--- src/hw/rtl/wads_pkg.sv ---
// ----------------------------------------------------------------------------
// wads_pkg: shared types and constants of the wall align drive sequencer
// Codes for actions, drive commands, modes, phases and configuration
// registers, plus the configuration bundle and its reset values.
// ----------------------------------------------------------------------------
package wads_pkg;

	typedef enum logic [1:0] {
		ACT_TICK  = 2'd0,
		ACT_MOVE  = 2'd1,
		ACT_ALIGN = 2'd2
	} action_t;

	typedef enum logic [1:0] {
		DRV_STOP = 2'd0,
		DRV_FWD  = 2'd1,
		DRV_CW   = 2'd2,
		DRV_CCW  = 2'd3
	} drive_t;

	typedef enum logic [1:0] {
		MODE_IDLE  = 2'd0,
		MODE_MOVE  = 2'd1,
		MODE_ALIGN = 2'd2,
		MODE_DONE  = 2'd3
	} mode_t;

	typedef enum logic [3:0] {
		PH_INIT   = 4'd0,
		PH_MEAS_L = 4'd1,
		PH_MEAS_R = 4'd2,
		PH_CHECK  = 4'd3,
		PH_TURN   = 4'd4,
		PH_CONF_L = 4'd5,
		PH_CONF_R = 4'd6,
		PH_APPR   = 4'd7,
		PH_APPR_L = 4'd8,
		PH_APPR_R = 4'd9,
		PH_DONE   = 4'd10
	} phase_t;

	typedef enum logic [2:0] {
		CFG_WALL_TOL     = 3'd0,
		CFG_CONFIRM_NEED = 3'd1,
		CFG_TARGET_WALL  = 3'd2,
		CFG_APPR_TOL     = 3'd3,
		CFG_TICKS_PER_CM = 3'd4,
		CFG_MEASURE_WAIT = 3'd5,
		CFG_TURN_TIME    = 3'd6,
		CFG_APPR_WAIT    = 3'd7
	} cfg_index_t;

	localparam int unsigned CFG_DATA_W  = 16;
	localparam int unsigned CFG_INDEX_W = 3;

	typedef struct packed {
		logic [7:0]  wall_tolerance_cm;
		logic [7:0]  confirm_needed;
		logic [8:0]  target_wall_cm;
		logic [7:0]  approach_tolerance_cm;
		logic [15:0] ticks_per_cm_q8;
		logic [7:0]  measure_wait_ms;
		logic [7:0]  turn_time_ms;
		logic [7:0]  approach_wait_ms;
	} cfg_t;

	localparam cfg_t CFG_RESET = '{
		wall_tolerance_cm:     8'd2,
		confirm_needed:        8'd3,
		target_wall_cm:        9'd10,
		approach_tolerance_cm: 8'd1,
		ticks_per_cm_q8:       16'd5120,
		measure_wait_ms:       8'd50,
		turn_time_ms:          8'd120,
		approach_wait_ms:      8'd10
	};

endpackage

--- src/hw/rtl/wads_cfg_regs.sv ---
// ----------------------------------------------------------------------------
// wads_cfg_regs: configuration register bank
// Eight write-only registers, loaded by index from the write port.
// ----------------------------------------------------------------------------
module wads_cfg_regs import wads_pkg::*; (
	input  logic                   clk,
	input  logic                   arst_n,
	input  logic                   cfg_wr_en,
	input  logic [CFG_INDEX_W-1:0] cfg_index,
	input  logic [CFG_DATA_W-1:0]  cfg_data,
	output cfg_t                   cfg
);

	cfg_t cfg_q;

	always_ff @(posedge clk or negedge arst_n) begin
		if (!arst_n) begin
			cfg_q <= CFG_RESET;
		end else if (cfg_wr_en) begin
			unique case (cfg_index_t'(cfg_index))
				CFG_WALL_TOL:     cfg_q.wall_tolerance_cm     <= cfg_data[7:0];
				CFG_CONFIRM_NEED: cfg_q.confirm_needed        <= cfg_data[7:0];
				CFG_TARGET_WALL:  cfg_q.target_wall_cm        <= cfg_data[8:0];
				CFG_APPR_TOL:     cfg_q.approach_tolerance_cm <= cfg_data[7:0];
				CFG_TICKS_PER_CM: cfg_q.ticks_per_cm_q8       <= cfg_data[15:0];
				CFG_MEASURE_WAIT: cfg_q.measure_wait_ms       <= cfg_data[7:0];
				CFG_TURN_TIME:    cfg_q.turn_time_ms          <= cfg_data[7:0];
				CFG_APPR_WAIT:    cfg_q.approach_wait_ms      <= cfg_data[7:0];
				default: ;
			endcase
		end
	end

	assign cfg = cfg_q;

endmodule

--- src/hw/rtl/wads_core.sv ---
// ----------------------------------------------------------------------------
// wads_core: sequencer state and next-state logic
// Applies one word per step to the mode, phase, timer, held readings,
// confirmation count, move target and drive command.
// ----------------------------------------------------------------------------
module wads_core import wads_pkg::*; #(
	parameter int unsigned MAX_VALID_CM  = 300,
	parameter int unsigned ENCODER_WIDTH = 24
) (
	input  logic                     clk,
	input  logic                     arst_n,
	input  logic                     step_en,
	input  cfg_t                     cfg,
	input  logic [1:0]               action,
	input  logic [9:0]               distance_cm,
	input  logic [8:0]               left_cm,
	input  logic [8:0]               right_cm,
	input  logic [ENCODER_WIDTH-1:0] encoder_avg,
	output logic [1:0]               drive,
	output logic [1:0]               mode,
	output logic [3:0]               phase,
	output logic [8:0]               held_left,
	output logic [8:0]               held_right,
	output logic [7:0]               confirmations,
	output logic [ENCODER_WIDTH-1:0] move_target
);

	localparam int unsigned PROD_W = 26;
	localparam int unsigned TGT_W  = PROD_W - 8;
	localparam logic [8:0]  MAX_CM = 9'(MAX_VALID_CM);
	localparam logic [32:0] ENC_MAX = (33'd1 << ENCODER_WIDTH) - 33'd1;

	drive_t                   drive_q, drive_d;
	mode_t                    mode_q, mode_d;
	phase_t                   phase_q, phase_d;
	logic [7:0]               elapsed_q, elapsed_d, elapsed_inc;
	logic [8:0]               left_q, left_d;
	logic [8:0]               right_q, right_d;
	logic [7:0]               confirm_q, confirm_d, confirm_inc;
	logic [ENCODER_WIDTH-1:0] target_q, target_d;

	logic [PROD_W-1:0]        prod;
	logic [TGT_W-1:0]         prod_q8;
	logic [32:0]              prod_ext;
	logic [ENCODER_WIDTH-1:0] target_sat;

	logic       measure_ok, turn_ok, appr_ok;
	logic       held_bad;
	logic       held_aligned, conf_aligned;
	logic       appr_bad, appr_near;
	logic [8:0] held_diff, conf_diff;
	logic [9:0] appr_sum;
	logic [9:0] appr_limit;

	function automatic logic [8:0] abs_diff(input logic [8:0] a, input logic [8:0] b);
		return (a > b) ? (a - b) : (b - a);
	endfunction

	function automatic logic bad_reading(input logic [8:0] v);
		return (v == 9'd0) || (v >= MAX_CM);
	endfunction

	// Move target: distance times Q8.8 ticks per cm, fraction dropped, saturated
	assign prod       = PROD_W'(distance_cm) * PROD_W'(cfg.ticks_per_cm_q8);
	assign prod_q8    = prod[PROD_W-1:8];
	assign prod_ext   = 33'(prod_q8);
	assign target_sat = (prod_ext > ENC_MAX) ? ENC_MAX[ENCODER_WIDTH-1:0]
	                                         : prod_ext[ENCODER_WIDTH-1:0];

	assign elapsed_inc = (elapsed_q == 8'hFF) ? elapsed_q : elapsed_q + 8'd1;
	assign confirm_inc = (confirm_q == 8'hFF) ? confirm_q : confirm_q + 8'd1;

	assign measure_ok = elapsed_inc >= cfg.measure_wait_ms;
	assign turn_ok    = elapsed_inc >= cfg.turn_time_ms;
	assign appr_ok    = elapsed_inc >= cfg.approach_wait_ms;

	assign held_diff    = abs_diff(left_q, right_q);
	assign held_bad     = bad_reading(left_q) || bad_reading(right_q);
	assign held_aligned = held_diff <= {1'b0, cfg.wall_tolerance_cm};

	// Right reading is taken on this tick; compare against it directly
	assign conf_diff    = abs_diff(left_q, right_cm);
	assign conf_aligned = conf_diff <= {1'b0, cfg.wall_tolerance_cm};
	assign appr_bad     = bad_reading(left_q) || bad_reading(right_cm);
	assign appr_sum     = {1'b0, left_q} + {1'b0, right_cm};
	assign appr_limit   = {1'b0, cfg.target_wall_cm} + {2'b00, cfg.approach_tolerance_cm};
	assign appr_near    = {1'b0, appr_sum[9:1]} <= appr_limit;

	always_comb begin
		drive_d   = drive_q;
		mode_d    = mode_q;
		phase_d   = phase_q;
		elapsed_d = elapsed_q;
		left_d    = left_q;
		right_d   = right_q;
		confirm_d = confirm_q;
		target_d  = target_q;
		if (step_en) begin
			unique case (action_t'(action))
				ACT_MOVE: begin
					target_d = target_sat;
					drive_d  = DRV_FWD;
					mode_d   = MODE_MOVE;
				end
				ACT_ALIGN: begin
					mode_d    = MODE_ALIGN;
					phase_d   = PH_INIT;
					elapsed_d = 8'd0;
					confirm_d = 8'd0;
				end
				ACT_TICK: begin
					elapsed_d = elapsed_inc;
					if (mode_q == MODE_MOVE) begin
						if (encoder_avg >= target_q) begin
							drive_d = DRV_STOP;
							mode_d  = MODE_DONE;
						end
					end else if (mode_q == MODE_ALIGN) begin
						unique case (phase_q)
							PH_INIT: begin
								phase_d   = PH_MEAS_L;
								elapsed_d = 8'd0;
							end
							PH_MEAS_L: begin
								if (measure_ok) begin
									left_d    = left_cm;
									elapsed_d = 8'd0;
									phase_d   = PH_MEAS_R;
								end
							end
							PH_MEAS_R: begin
								if (measure_ok) begin
									right_d   = right_cm;
									elapsed_d = 8'd0;
									phase_d   = PH_CHECK;
								end
							end
							PH_CHECK: begin
								elapsed_d = 8'd0;
								if (held_bad) begin
									drive_d = DRV_STOP;
									phase_d = PH_MEAS_L;
								end else if (held_aligned) begin
									drive_d   = DRV_STOP;
									confirm_d = 8'd0;
									phase_d   = PH_CONF_L;
								end else begin
									drive_d = (left_q > right_q) ? DRV_CW : DRV_CCW;
									phase_d = PH_TURN;
								end
							end
							PH_TURN: begin
								if (turn_ok) begin
									drive_d   = DRV_STOP;
									phase_d   = PH_MEAS_L;
									elapsed_d = 8'd0;
								end
							end
							PH_CONF_L: begin
								if (measure_ok) begin
									left_d    = left_cm;
									elapsed_d = 8'd0;
									phase_d   = PH_CONF_R;
								end
							end
							PH_CONF_R: begin
								if (measure_ok) begin
									right_d   = right_cm;
									elapsed_d = 8'd0;
									if (conf_aligned) begin
										confirm_d = confirm_inc;
										if (confirm_inc >= cfg.confirm_needed) begin
											drive_d = DRV_STOP;
											phase_d = PH_APPR;
										end else begin
											phase_d = PH_CONF_L;
										end
									end else begin
										confirm_d = 8'd0;
										phase_d   = PH_MEAS_L;
									end
								end
							end
							PH_APPR: begin
								drive_d   = DRV_FWD;
								phase_d   = PH_APPR_L;
								elapsed_d = 8'd0;
							end
							PH_APPR_L: begin
								if (appr_ok) begin
									left_d    = left_cm;
									elapsed_d = 8'd0;
									phase_d   = PH_APPR_R;
								end
							end
							PH_APPR_R: begin
								if (appr_ok) begin
									right_d   = right_cm;
									elapsed_d = 8'd0;
									if (appr_bad || appr_near) begin
										drive_d = DRV_STOP;
										phase_d = PH_DONE;
									end else begin
										phase_d = PH_APPR_L;
									end
								end
							end
							PH_DONE: mode_d = MODE_DONE;
							default: ;
						endcase
					end
				end
				default: ;
			endcase
		end
	end

	always_ff @(posedge clk or negedge arst_n) begin
		if (!arst_n) begin
			drive_q   <= DRV_STOP;
			mode_q    <= MODE_IDLE;
			phase_q   <= PH_INIT;
			elapsed_q <= 8'd0;
			left_q    <= 9'd0;
			right_q   <= 9'd0;
			confirm_q <= 8'd0;
			target_q  <= '0;
		end else begin
			drive_q   <= drive_d;
			mode_q    <= mode_d;
			phase_q   <= phase_d;
			elapsed_q <= elapsed_d;
			left_q    <= left_d;
			right_q   <= right_d;
			confirm_q <= confirm_d;
			target_q  <= target_d;
		end
	end

	assign drive         = drive_q;
	assign mode          = mode_q;
	assign phase         = phase_q;
	assign held_left     = left_q;
	assign held_right    = right_q;
	assign confirmations = confirm_q;
	assign move_target   = target_q;

endmodule

--- src/hw/rtl/wall_align_drive_sequencer.sv ---
// ----------------------------------------------------------------------------
// wall_align_drive_sequencer: distance move and wall alignment sequencer
// Takes tick and start-command words; drives a move or a wall alignment.
// ----------------------------------------------------------------------------
// Usage:
//   Item channel (item_valid / item_stall): one word per 1 ms tick or start
//   command. Action 0 is a tick with left/right distances and encoder count,
//   1 starts a distance move, 2 starts wall alignment, 3 is ignored.
//   Result channel (result_valid / result_stall): one word per item, the
//   drive command and sequencer state after that item.
//   Config port: cfg_wr_en writes cfg_data into register cfg_index; write only
//   while no word is in flight.
//   Path: an accepted word goes through the input register, then the state
//   registers, which also serve as the result register.
//   Throughput: one word per unstalled cycle; next state is combinational.
//   Reset: mode idle, phase init, drive stop, all holds and counters zero,
//   config registers at their defaults; both channels empty.
//   Stall: a stalled result holds the state; one more word waits in the
//   input register, after which item_stall rises.
// ----------------------------------------------------------------------------
module wall_align_drive_sequencer import wads_pkg::*; #(
	parameter int unsigned MAX_VALID_CM  = 300,
	parameter int unsigned ENCODER_WIDTH = 24
) (
	input  logic                     clk,
	input  logic                     arst_n,
	// configuration write port
	input  logic                     cfg_wr_en,
	input  logic [CFG_INDEX_W-1:0]   cfg_index,
	input  logic [CFG_DATA_W-1:0]    cfg_data,
	// item channel
	input  logic                     item_valid,
	output logic                     item_stall,
	input  logic [1:0]               action,
	input  logic [9:0]               distance_cm,
	input  logic [8:0]               left_cm,
	input  logic [8:0]               right_cm,
	input  logic [ENCODER_WIDTH-1:0] encoder_avg,
	// result channel
	output logic                     result_valid,
	input  logic                     result_stall,
	output logic [1:0]               drive,
	output logic [1:0]               mode,
	output logic [3:0]               phase,
	output logic [8:0]               held_left,
	output logic [8:0]               held_right,
	output logic [7:0]               confirmations,
	output logic [ENCODER_WIDTH-1:0] move_target
);

	cfg_t cfg;

	logic                     valid_s1;
	logic [1:0]               action_s1;
	logic [9:0]               distance_s1;
	logic [8:0]               left_s1;
	logic [8:0]               right_s1;
	logic [ENCODER_WIDTH-1:0] encoder_s1;

	logic result_valid_q;
	logic advance;
	logic load_s1;

	wads_cfg_regs u_cfg (
		.clk       (clk),
		.arst_n    (arst_n),
		.cfg_wr_en (cfg_wr_en),
		.cfg_index (cfg_index),
		.cfg_data  (cfg_data),
		.cfg       (cfg)
	);

	// Advance the buffered word into the state when the result slot is free
	// or is being taken this cycle.
	assign advance    = valid_s1 && (!result_valid_q || !result_stall);
	assign item_stall = valid_s1 && !advance;
	assign load_s1    = item_valid && !item_stall;

	always_ff @(posedge clk or negedge arst_n) begin
		if (!arst_n) begin
			valid_s1 <= 1'b0;
		end else if (!item_stall) begin
			valid_s1 <= item_valid;
		end
	end

	// Payload holds no reset; load only on acceptance
	always_ff @(posedge clk) begin
		if (load_s1) begin
			action_s1   <= action;
			distance_s1 <= distance_cm;
			left_s1     <= left_cm;
			right_s1    <= right_cm;
			encoder_s1  <= encoder_avg;
		end
	end

	// Result valid: set on advance, drop once taken
	always_ff @(posedge clk or negedge arst_n) begin
		if (!arst_n) begin
			result_valid_q <= 1'b0;
		end else if (advance) begin
			result_valid_q <= 1'b1;
		end else if (!result_stall) begin
			result_valid_q <= 1'b0;
		end
	end

	wads_core #(
		.MAX_VALID_CM  (MAX_VALID_CM),
		.ENCODER_WIDTH (ENCODER_WIDTH)
	) u_core (
		.clk           (clk),
		.arst_n        (arst_n),
		.step_en       (advance),
		.cfg           (cfg),
		.action        (action_s1),
		.distance_cm   (distance_s1),
		.left_cm       (left_s1),
		.right_cm      (right_s1),
		.encoder_avg   (encoder_s1),
		.drive         (drive),
		.mode          (mode),
		.phase         (phase),
		.held_left     (held_left),
		.held_right    (held_right),
		.confirmations (confirmations),
		.move_target   (move_target)
	);

	assign result_valid = result_valid_q;

endmodule
--- config.mk ---
export PLATFORM = sky130hd
export DESIGN_NAME = wall_align_drive_sequencer
export DESIGN_NICKNAME = d
export VERILOG_FILES = /design/src/hw/rtl/wads_pkg.sv /design/src/hw/rtl/wads_cfg_regs.sv /design/src/hw/rtl/wads_core.sv /design/src/hw/rtl/wall_align_drive_sequencer.sv
export SDC_FILE = /design/constraint.sdc
export NUM_CORES = 1
export LEC_CHECK = 0
export ABC_AREA = 1
export BUFFER_PORTS_ARGS = -buffer_cell sky130_fd_sc_hd__buf_2
export CAP_MARGIN = 5
export CORE_UTILIZATION = 61
export CTS_CLUSTER_SIZE = 8
export DETAILED_ROUTE_END_ITERATION = 7
export PLACE_DENSITY_LB_ADDON = 0.25
export SYNTH_ARGS = -nofsm -noshare
export SYNTH_HDL_FRONTEND = slang
export SYNTH_HIERARCHICAL = 1
export SYNTH_SLANG_ARGS = --single-unit
--- constraint.sdc ---
create_clock -name clk -period 10.95 [get_ports clk]
set_input_delay 1.095 -clock clk [delete_from_list [all_inputs] [get_ports clk]]
set_output_delay 1.095 -clock clk [all_outputs]
set_load 0.005 [all_outputs]
==> results of run 1 <==
==> metrics by stage <==
stage	setup slack, ps	instances	instance area, µm²	total power, mW	utilization, %
floorplan	5871	2260	17530	3.007	-
CTS	5598	2729	18950	4.428	67.67
finish	5498	2730	18960	4.469	67.68
detailed placement	5633	2697	18340	3.728	65.46
global route	5177	2729	18950	4.917	67.67
global placement	5740	2697	18340	3.670	65.46
==> metal layers <==
| metal | wire length [µm] | share of wire (%) | track usage, % | up-vias |
|---|---|---|---|---|
| met5 | 0 | 0 | 0 | - |
| met4 | 1170 | 2.6 | 11.96 | 0 |
| met3 | 3884 | 8.5 | 7.823 | 82 |
| met2 | 20950 | 46 | 52.39 | 651 |
| met1 | 19780 | 43 | 43.55 | 7093 |
| li1 | - | - | - | 7195 |
==> worst reg2reg max path: cells and delay by family, from the launching register on <==
family	cells	cell delay, ps
AOI/OAI and AO/OA	3	440
xor gates and xnor gates	1	180
adders and majority gates	6	3050
buffers and inverters	4	250
DFF	1	770
and+or+nand+nor	4	630
==> final cells by class <==
type | count | area [µm²] | share of cell area [%]
multi-input cells | 1567 | 10530 | 55.55
flip-flops and latches | 189 | 5021 | 26.49
inverters | 425 | 1595 | 8.415
repair buffers | 138 | 714.4 | 3.769
clock buffers | 21 | 503.0 | 2.653
well taps | 378 | 473.0 | 2.495
clock inverters | 11 | 116.4 | 0.6138
diodes | 1 | 2.502 | 0.01320
==> power groups by stage <==
stage | registers, mW | clock network (mW) | logic [mW]
after detailed placement | 0.985 | 0 | 2.74
after floorplan | 0.915 | 0 | 2.09
after global routing | 0.992 | 0.691 | 3.23
after CTS | 0.975 | 0.665 | 2.79
final | 0.978 | 0.658 | 2.83
after global placement | 0.982 | 0 | 2.69
==> cell families after synthesis <==
family | Yosys count | share of synthesized area [%]
adders and majority gates | 304 | 26.65
AOI/OAI and AO/OA | 239 | 7.795
and+or+nand+nor | 968 | 23.00
DFF | 189 | 28.67
buffers and inverters | 504 | 11.31
xor gates and xnor gates | 45 | 2.251
other | 1 | 0.02141
muxes | 5 | 0.3001
==> worst paths after layout <==
| path | cells past startpoint | slack, ps | startpoint | end |
|---|---|---|---|---|
| worst max-delay path | 18 | 5500 | distance_s1[3]$_DFFE_PP_ | u_core/move_target[7]$_DFFE_PN0P_ |
| worst min register to register | 2 | 460 | u_cfg/cfg[58]$_DFFE_PN1P_ | u_cfg/cfg[58]$_DFFE_PN1P_ |
| worst min-delay path | 2 | 460 | u_cfg/cfg[58]$_DFFE_PN1P_ | u_cfg/cfg[58]$_DFFE_PN1P_ |
| worst max register to register | 18 | 5500 | distance_s1[3]$_DFFE_PP_ | u_core/move_target[7]$_DFFE_PN0P_ |
| max in group asynchronous | 2 | 9020 | arst_n | u_core/move_target[10]$_DFFE_PN0P_ |
| min in group asynchronous | 1 | 680 | arst_n | u_core/held_left[0]$_DFFE_PN0P_ |
==> cells in the final DEF (no fill, tap or decap), drive strengths merged, types with 2 or more instances in the layout <==
master      n
ha        189
nand3     125
edfxtp     54
o21a        4
mux2i       3
or2         4
nand2     650
clkinv      2
dfstp      17
o211ai      3
o21bai     11
fa        115
nand4      32
o21ai      85
mux2        2
inv       431
dfrtp     118
o22ai       2
nor2      124
clkbuf     21
a21oi     103
nand3b      8
o2111ai     2
a211oi      3
buf       138
o31ai       3
xor2       29
a31oi       8
xnor2      16
conb        6
clkinvlp    2
nor3       22
a21o       12
==> registers in the layout, indices dropped and copies added (netlist names) <==
register and count:
u_cfg/cfg 73, encoder_s1 24, u_core/move_target 18, distance_s1 10
left_s1 9, right_s1 9, u_core/held_left 9, u_core/held_right 9
u_core/confirmations 8, u_core/elapsed_q 8, u_core/phase 4, action_s1 2
u_core/drive 2, u_core/mode 2, result_valid 1, valid_s1 1
==> cells in the mapped netlist (9+ instances only) <==
library cell	count	share of area (%)
a21o_1	12	0.51
a21oi_1	102	2.9
buf_2	13	0.37
buf_4	16	0.69
clkbuf_1	43	0.92
dfrtp_1	118	17
dfstp_2	17	2.6
edfxtp_1	54	9.3
fa_1	115	13
ha_1	189	14
inv_1	422	9.0
nand2_1	640	14
nand2_2	9	0.32
nand3_1	122	3.5
nand4_1	32	1.1
nor2_1	115	2.5
nor3_1	21	0.60
o21ai_0	78	2.2
o21bai_1	10	0.43
xnor2_1	16	0.80
xor2_1	29	1.5
==> impl_results.md, run 1 <==
* CTS buffer count at 17
* CTS Hold Bufs at 0
* Synthesized flop and latch total at roughly 190
* DRT Wirelength at 45.78 mm
* Max clock buf depth at 2
* Post-detail-place hpwl at 35.18 mm
* Clk pwr share at around 15%
* VDD IR max at approximately 0.00027 V
* CP startpoint kind: flip-flop
* Final setup fails at 0
* Drt drc at 0
* Via count at 15,020
* Initial core utilization at between 60% and 70%
* WP buf/inv at 4
* Clock skew at about 16 ps
* Crit path max fanout at 16
* Number of global-route vias before repair at 14,950
* Post-cts resize count at 0
* Rows at 61
* Worst skew pair latency at 460 ps
* Crit path time final at 5452 ps
* Layout cells sized above 1 at 9.911%
* WP data arrival at 5770 ps
* Total GRT Usage at 32.85%
* Leakage at 10.62 nW
* Post-layout nets at 2,720
* Synth Instances at 2,255
* # H-tree levels at 4
* Worst EP required at 11,270 ps
* Net Sw Frac at 48.75%
* Postcts setup bufs at 0
* Distinct cell type count after synthesis at between 50 and 60
* Synth Flop Type: dfrtp_1
* Worst hold path class: flip-flop to flip-flop
* Port buffer count at 131
* CTS tree: done
* Sequential share of power at 21.9%
* CTS Sinks at 189
* Max_slew headroom at between 30% and 40%
* TNS Setup at 0 ps
* Number of enable flip-flop cells after synthesis at 54
* Final Max Slew Viols at 0
* GP Congestion at 0.9751
* Global-route wire length before repair at 74.24 mm
* Combinational power share at 63.4%
* Syn_area_per_cell at 7.766 µm²
* Final Hold Vio Count at 0
* Hold slack at 462.6 ps
* Max incr delay on CP at between 700 and 800 ps
* Crit Path Class: flip-flop to flip-flop
* Core Area at 28,010 µm²
* Die Ht at about 170 µm
* Max-cap viol count at 0
* Peak Freq at between 150 and 200 MHz
* Highest-delay cell along the critical path: edfxtp_1
* Power Density at 235.7 nW/µm²
* Critical-path cell list: nand2_1, fa_1, inv_1, fa_1, fa_1, fa_1, inv_1, fa_1, inv_1, ha_1, nand2_1, nor2_1, inv_1, nor2_1, a21oi_1, o21ai_0, xnor2_1, o21ai_0
* Final period util at about half
* Layout fillers at between 2,000 and 2,500
* Syn-to-layout area delta at 8.252%
* YS warnings at 6
* Drt pass-1 iters at 6
* Switching pwr at 2.179 mW
* Crit path capture type: flip-flop
* CP delay by family, top: adder cells
* Ports at 138
* Syn Std Cell Area at approximately 18,000 µm²
* Register area share after synthesis at roughly 29%
* Cell Int Power at 2.290 mW
* CP dominant cell by count: fa_1
* Outcome: finished, final reports clean
* Initial drt markers at 1,200
* Largest net degree at the start of global routing at 83
* WL per Instance at 16.77 µm
* RSZ-0062 raised after global routing: false
* Worst Tran Pin Value at a little over 900 ps
* Post-route ant nets at 0
* Clk root buf: clkbuf_16
* Ys async rst share at 71.43%
* CTS clk-pin slew, worst paths at roughly 70 ps
* Die X at 171.4 µm
* Die footprint at between 20,000 and 30,000 µm²
* Grt ovf at 0
* Avg Vias per Cell at 5.502
* Initial antenna violation count at 1
(Power assumes the default switching activity.)
==> run 2, diff against run 1 <==
Clock period 10.95 ns to 5.3 ns, I/O delays scaled along.
==> impl_results.md, run 2 (same netlist as run 1, synthesis figures left out) <==
* Wire length on met1 at 20.25 mm (was 19.78 mm)
* Crit path time final at 5125 ps (was 5452 ps)
* Global-route wire length before repair at 74.46 mm (was 74.24 mm)
* Peak Freq at 195.1 MHz (was 183.4 MHz)
* Max_slew headroom at 28.73% (was 37.56%)
* Tot Pwr at 9.659 mW (was 4.469 mW)
* Post-route cell area at 19,390 µm² (was 18,960 µm²)
* CTS Sinks at 189 (unchanged)
* Commonest non-fill, non-tap cells in the layout: nand2_1 (639), inv_1 (421), ha_1 (180) (was nand2_1 (640), inv_1 (421), ha_1 (189))
* DR top layer: met4 (unchanged)
* Largest net degree at the start of global routing at 65 (was 83)
* Crit Path Class: flip-flop to flip-flop (unchanged)
* Worst hold path cell count at 1 (was 2)
* Drt drc at 0 (unchanged)
* Worst skew pair latency at 460 ps (about the same)
* Initial antenna violation count at 1 (unchanged)
* Die X at 171.4 µm (unchanged)
* VDD IR max at 0.0005218 V (was 0.0002728 V)
* Outcome: finished, final reports clean (unchanged)
* Highest-delay cell along the critical path: fa_1 (was edfxtp_1)
* Number of global-route vias before repair at 14,800 (was 14,950)
* Final Instance Count excl. Fillers at 2,772 (was 2,730)
* Worst EP required at 5620 ps (was 11,270 ps)
* Max incr delay on CP at 580 ps (was 770 ps)
* Hold path start: encoder_avg[12] (was u_cfg/cfg[58]$_DFFE_PN1P_)
* Final Max Slew Viols at 0 (unchanged)
* Most common cell after layout, fill and taps aside: nand2_1 (unchanged)
* R2R Setup Slk at 180 ps (was 5500 ps)
* Crit path capture type: flip-flop (unchanged)
* WHS Endpoint: encoder_s1[12]$_DFFE_PP_ (was u_cfg/cfg[58]$_DFFE_PN1P_)
* Final setup fails at 0 (unchanged)
* Initial drt markers at 1,452 (was 1,200)
* Met3 wire length at 3.484 mm (was 3.884 mm)
* RSZ-0062 raised after global routing: true (was false)
* Post-detail-place hpwl at 35.57 mm (was 35.18 mm)
* Die footprint at 29,390 µm² (unchanged)
* Crit path max fanout at 7 (was 16)
* Final Hold Vio Count at 0 (unchanged)
* Worst Tran Pin Value at 1066 ps (was 933.8 ps)
* Drt pass-1 iters at 5 (was 6)
* CTS tree: done (unchanged)
* TNS Setup at 0 ps (unchanged)
* CTS clk-pin slew, worst paths at 80 ps (was 70 ps)
* WP data arrival at 5450 ps (was 5770 ps)
* Max clock buf depth at 2 (unchanged)
* Max-cap viol count at 0 (unchanged)
* Layout cells sized above 1 at 12.62% (was 9.911%)
* Worst r2r src: distance_s1[9]$_DFFE_PP_ (was distance_s1[3]$_DFFE_PP_)
* Total GRT Usage at 32.88% (was 32.85%)
* Die Ht at 171.4 µm (unchanged)
* CP startpoint kind: flip-flop (unchanged)
* Core Area at 28,010 µm² (unchanged)
* Rows at 61 (unchanged)
* Critical-path cell list: nand2_1, fa_1, fa_1, inv_1, fa_2, fa_1, inv_1, fa_1, inv_1, ha_2, nand2_1, nor2_2, inv_1, nor2_1, a21oi_1, o21ai_0, xnor2_1, o21ai_0 (was nand2_1, fa_1, inv_1, fa_1, fa_1, fa_1, inv_1, fa_1, inv_1, ha_1, nand2_1, nor2_1, inv_1, nor2_1, a21oi_1, o21ai_0, xnor2_1, o21ai_0)
* Layout fillers at 2,293 (was 2,349)
* Post-route ant nets at 0 (unchanged)
* Final period util at 96.69% (was 49.79%)
* Dpl cell area at 18,470 µm² (was 18,340 µm²)
* Leakage at 10.80 nW (was 10.62 nW)
* Cell total after placement at 2,715 (was 2,697)
* CTS buffer count at 17 (unchanged)
* Clk root buf: clkbuf_16 (unchanged)
* Final WS setup at 175.2 ps (was 5498 ps)
* # H-tree levels at 4 (unchanged)
* Clock skew at 12.21 ps (was 16.13 ps)
* Layout Utilization at 69.22% (was 67.68%)
* Via count at 15,320 (was 15,020)
* Setup WS pre-CTS at 110.2 ps (was 5633 ps)
* Max FFs per register at 73 (unchanged)
* Hold slack at 241.8 ps (was 462.6 ps)
* Power Density at 498.2 nW/µm² (was 235.7 nW/µm²)
* Syn-to-layout area delta at 10.72% (was 8.252%)
* DRT Wirelength at 46.07 mm (was 45.78 mm)
* Initial core utilization at 62.52% (unchanged)
* Grt ovf at 0 (unchanged)
* DR WL met2 at 21.45 mm (was 20.95 mm)
* Ports at 138 (unchanged)
* Avg Vias per Cell at 5.528 (was 5.502)
* Worst hold path class: input pin to flip-flop (was flip-flop to flip-flop)
* GP Congestion at 0.9769 (was 0.9751)
* WL per Instance at 16.62 µm (was 16.77 µm)
* RR Endpoint: u_core/move_target[7]$_DFFE_PN0P_ (unchanged)
* Post-layout nets at 2,762 (was 2,720)
* Port buffer count at 131 (unchanged)
* Worst Reg-to-Reg Cells at 18 (unchanged)
==> run 2: cell types whose count changed in the layout (fill, tap and decap cells not counted), moves of 5 or more <==
cell     delta
ha_4        +5
dfrtp_1     -8
dfrtp_2     +8
buf_4      +37
ha_1        -9
==> run 2: worst max-delay path by stage <==
stage	start	endpoint	slack (ps)	cells after the start
finish	distance_s1[9]$_DFFE_PP_	u_core/move_target[7]$_DFFE_PN0P_	180	18
global route	distance_s1[9]$_DFFE_PP_	u_core/move_target[13]$_DFFE_PN0P_	-60	21
CTS	distance_s1[2]$_DFFE_PP_	u_core/move_target[13]$_DFFE_PN0P_	90	21
detailed placement	u_cfg/cfg[34]$_DFFE_PN1P_	u_core/move_target[13]$_DFFE_PN0P_	110	21
global placement	distance_s1[5]$_DFFE_PP_	u_core/move_target[10]$_DFFE_PN0P_	200	20
floorplan	distance_s1[9]$_DFFE_PP_	u_core/move_target[10]$_DFFE_PN0P_	220	21
==> run 2: critical path, delay by kind of cell (launching register included) <==
| kind | cells | cell delay (ps) |
|---|---|---|
| adder cells (fa/ha/maj) | 6 | 3100 |
| AND/OR/NAND/NOR | 4 | 520 |
| flip-flops | 1 | 510 |
| AO/OA/AOI/OAI | 3 | 460 |
| buffers and inverters | 4 | 240 |
| XOR/XNOR | 1 | 170 |
==> run 2: layout make-up <==
cell class                      instances  area, µm²  share of cell area, %
Sequential cell                       189       5031                  25.95
Clock buffer                           21      451.7                  2.329
Inverter                              425       1595                  8.227
Clock inverter                         11      110.1                 0.5679
Timing Repair Buffer                  180       1067                  5.504
Multi-Input combinational cell       1567      10660                  54.97
Antenna cell                            1      2.502                0.01291
Tap cell                              378      473.0                  2.439
==> run 2: report_power, final <==
group | internal (mW) | switching, mW
sequential | 1.75 | 0.232
combinational | 2.54 | 3.85
clock | 0.670 | 0.614
total | 4.96 | 4.70
==> run 2: metal layers <==
| metal | vias to the layer above | GRT usage [%] |
|---|---|---|
| li1 | 7285 | - |
| met1 | 7359 | 45.71 |
| met2 | 622 | 52.44 |
| met3 | 58 | 5.913 |
| met4 | 0 | 9.744 |
| met5 | - | 0 |
==> run 2: what timing repair did <==
item | in CTS | in global routing
endpoints found under the hold margin | 10 | 0
buffers inserted | 0 | 23
resized for setup | 0 | 34
hold buffers | 1 | 0
setup endpoints to repair | 0 | 14
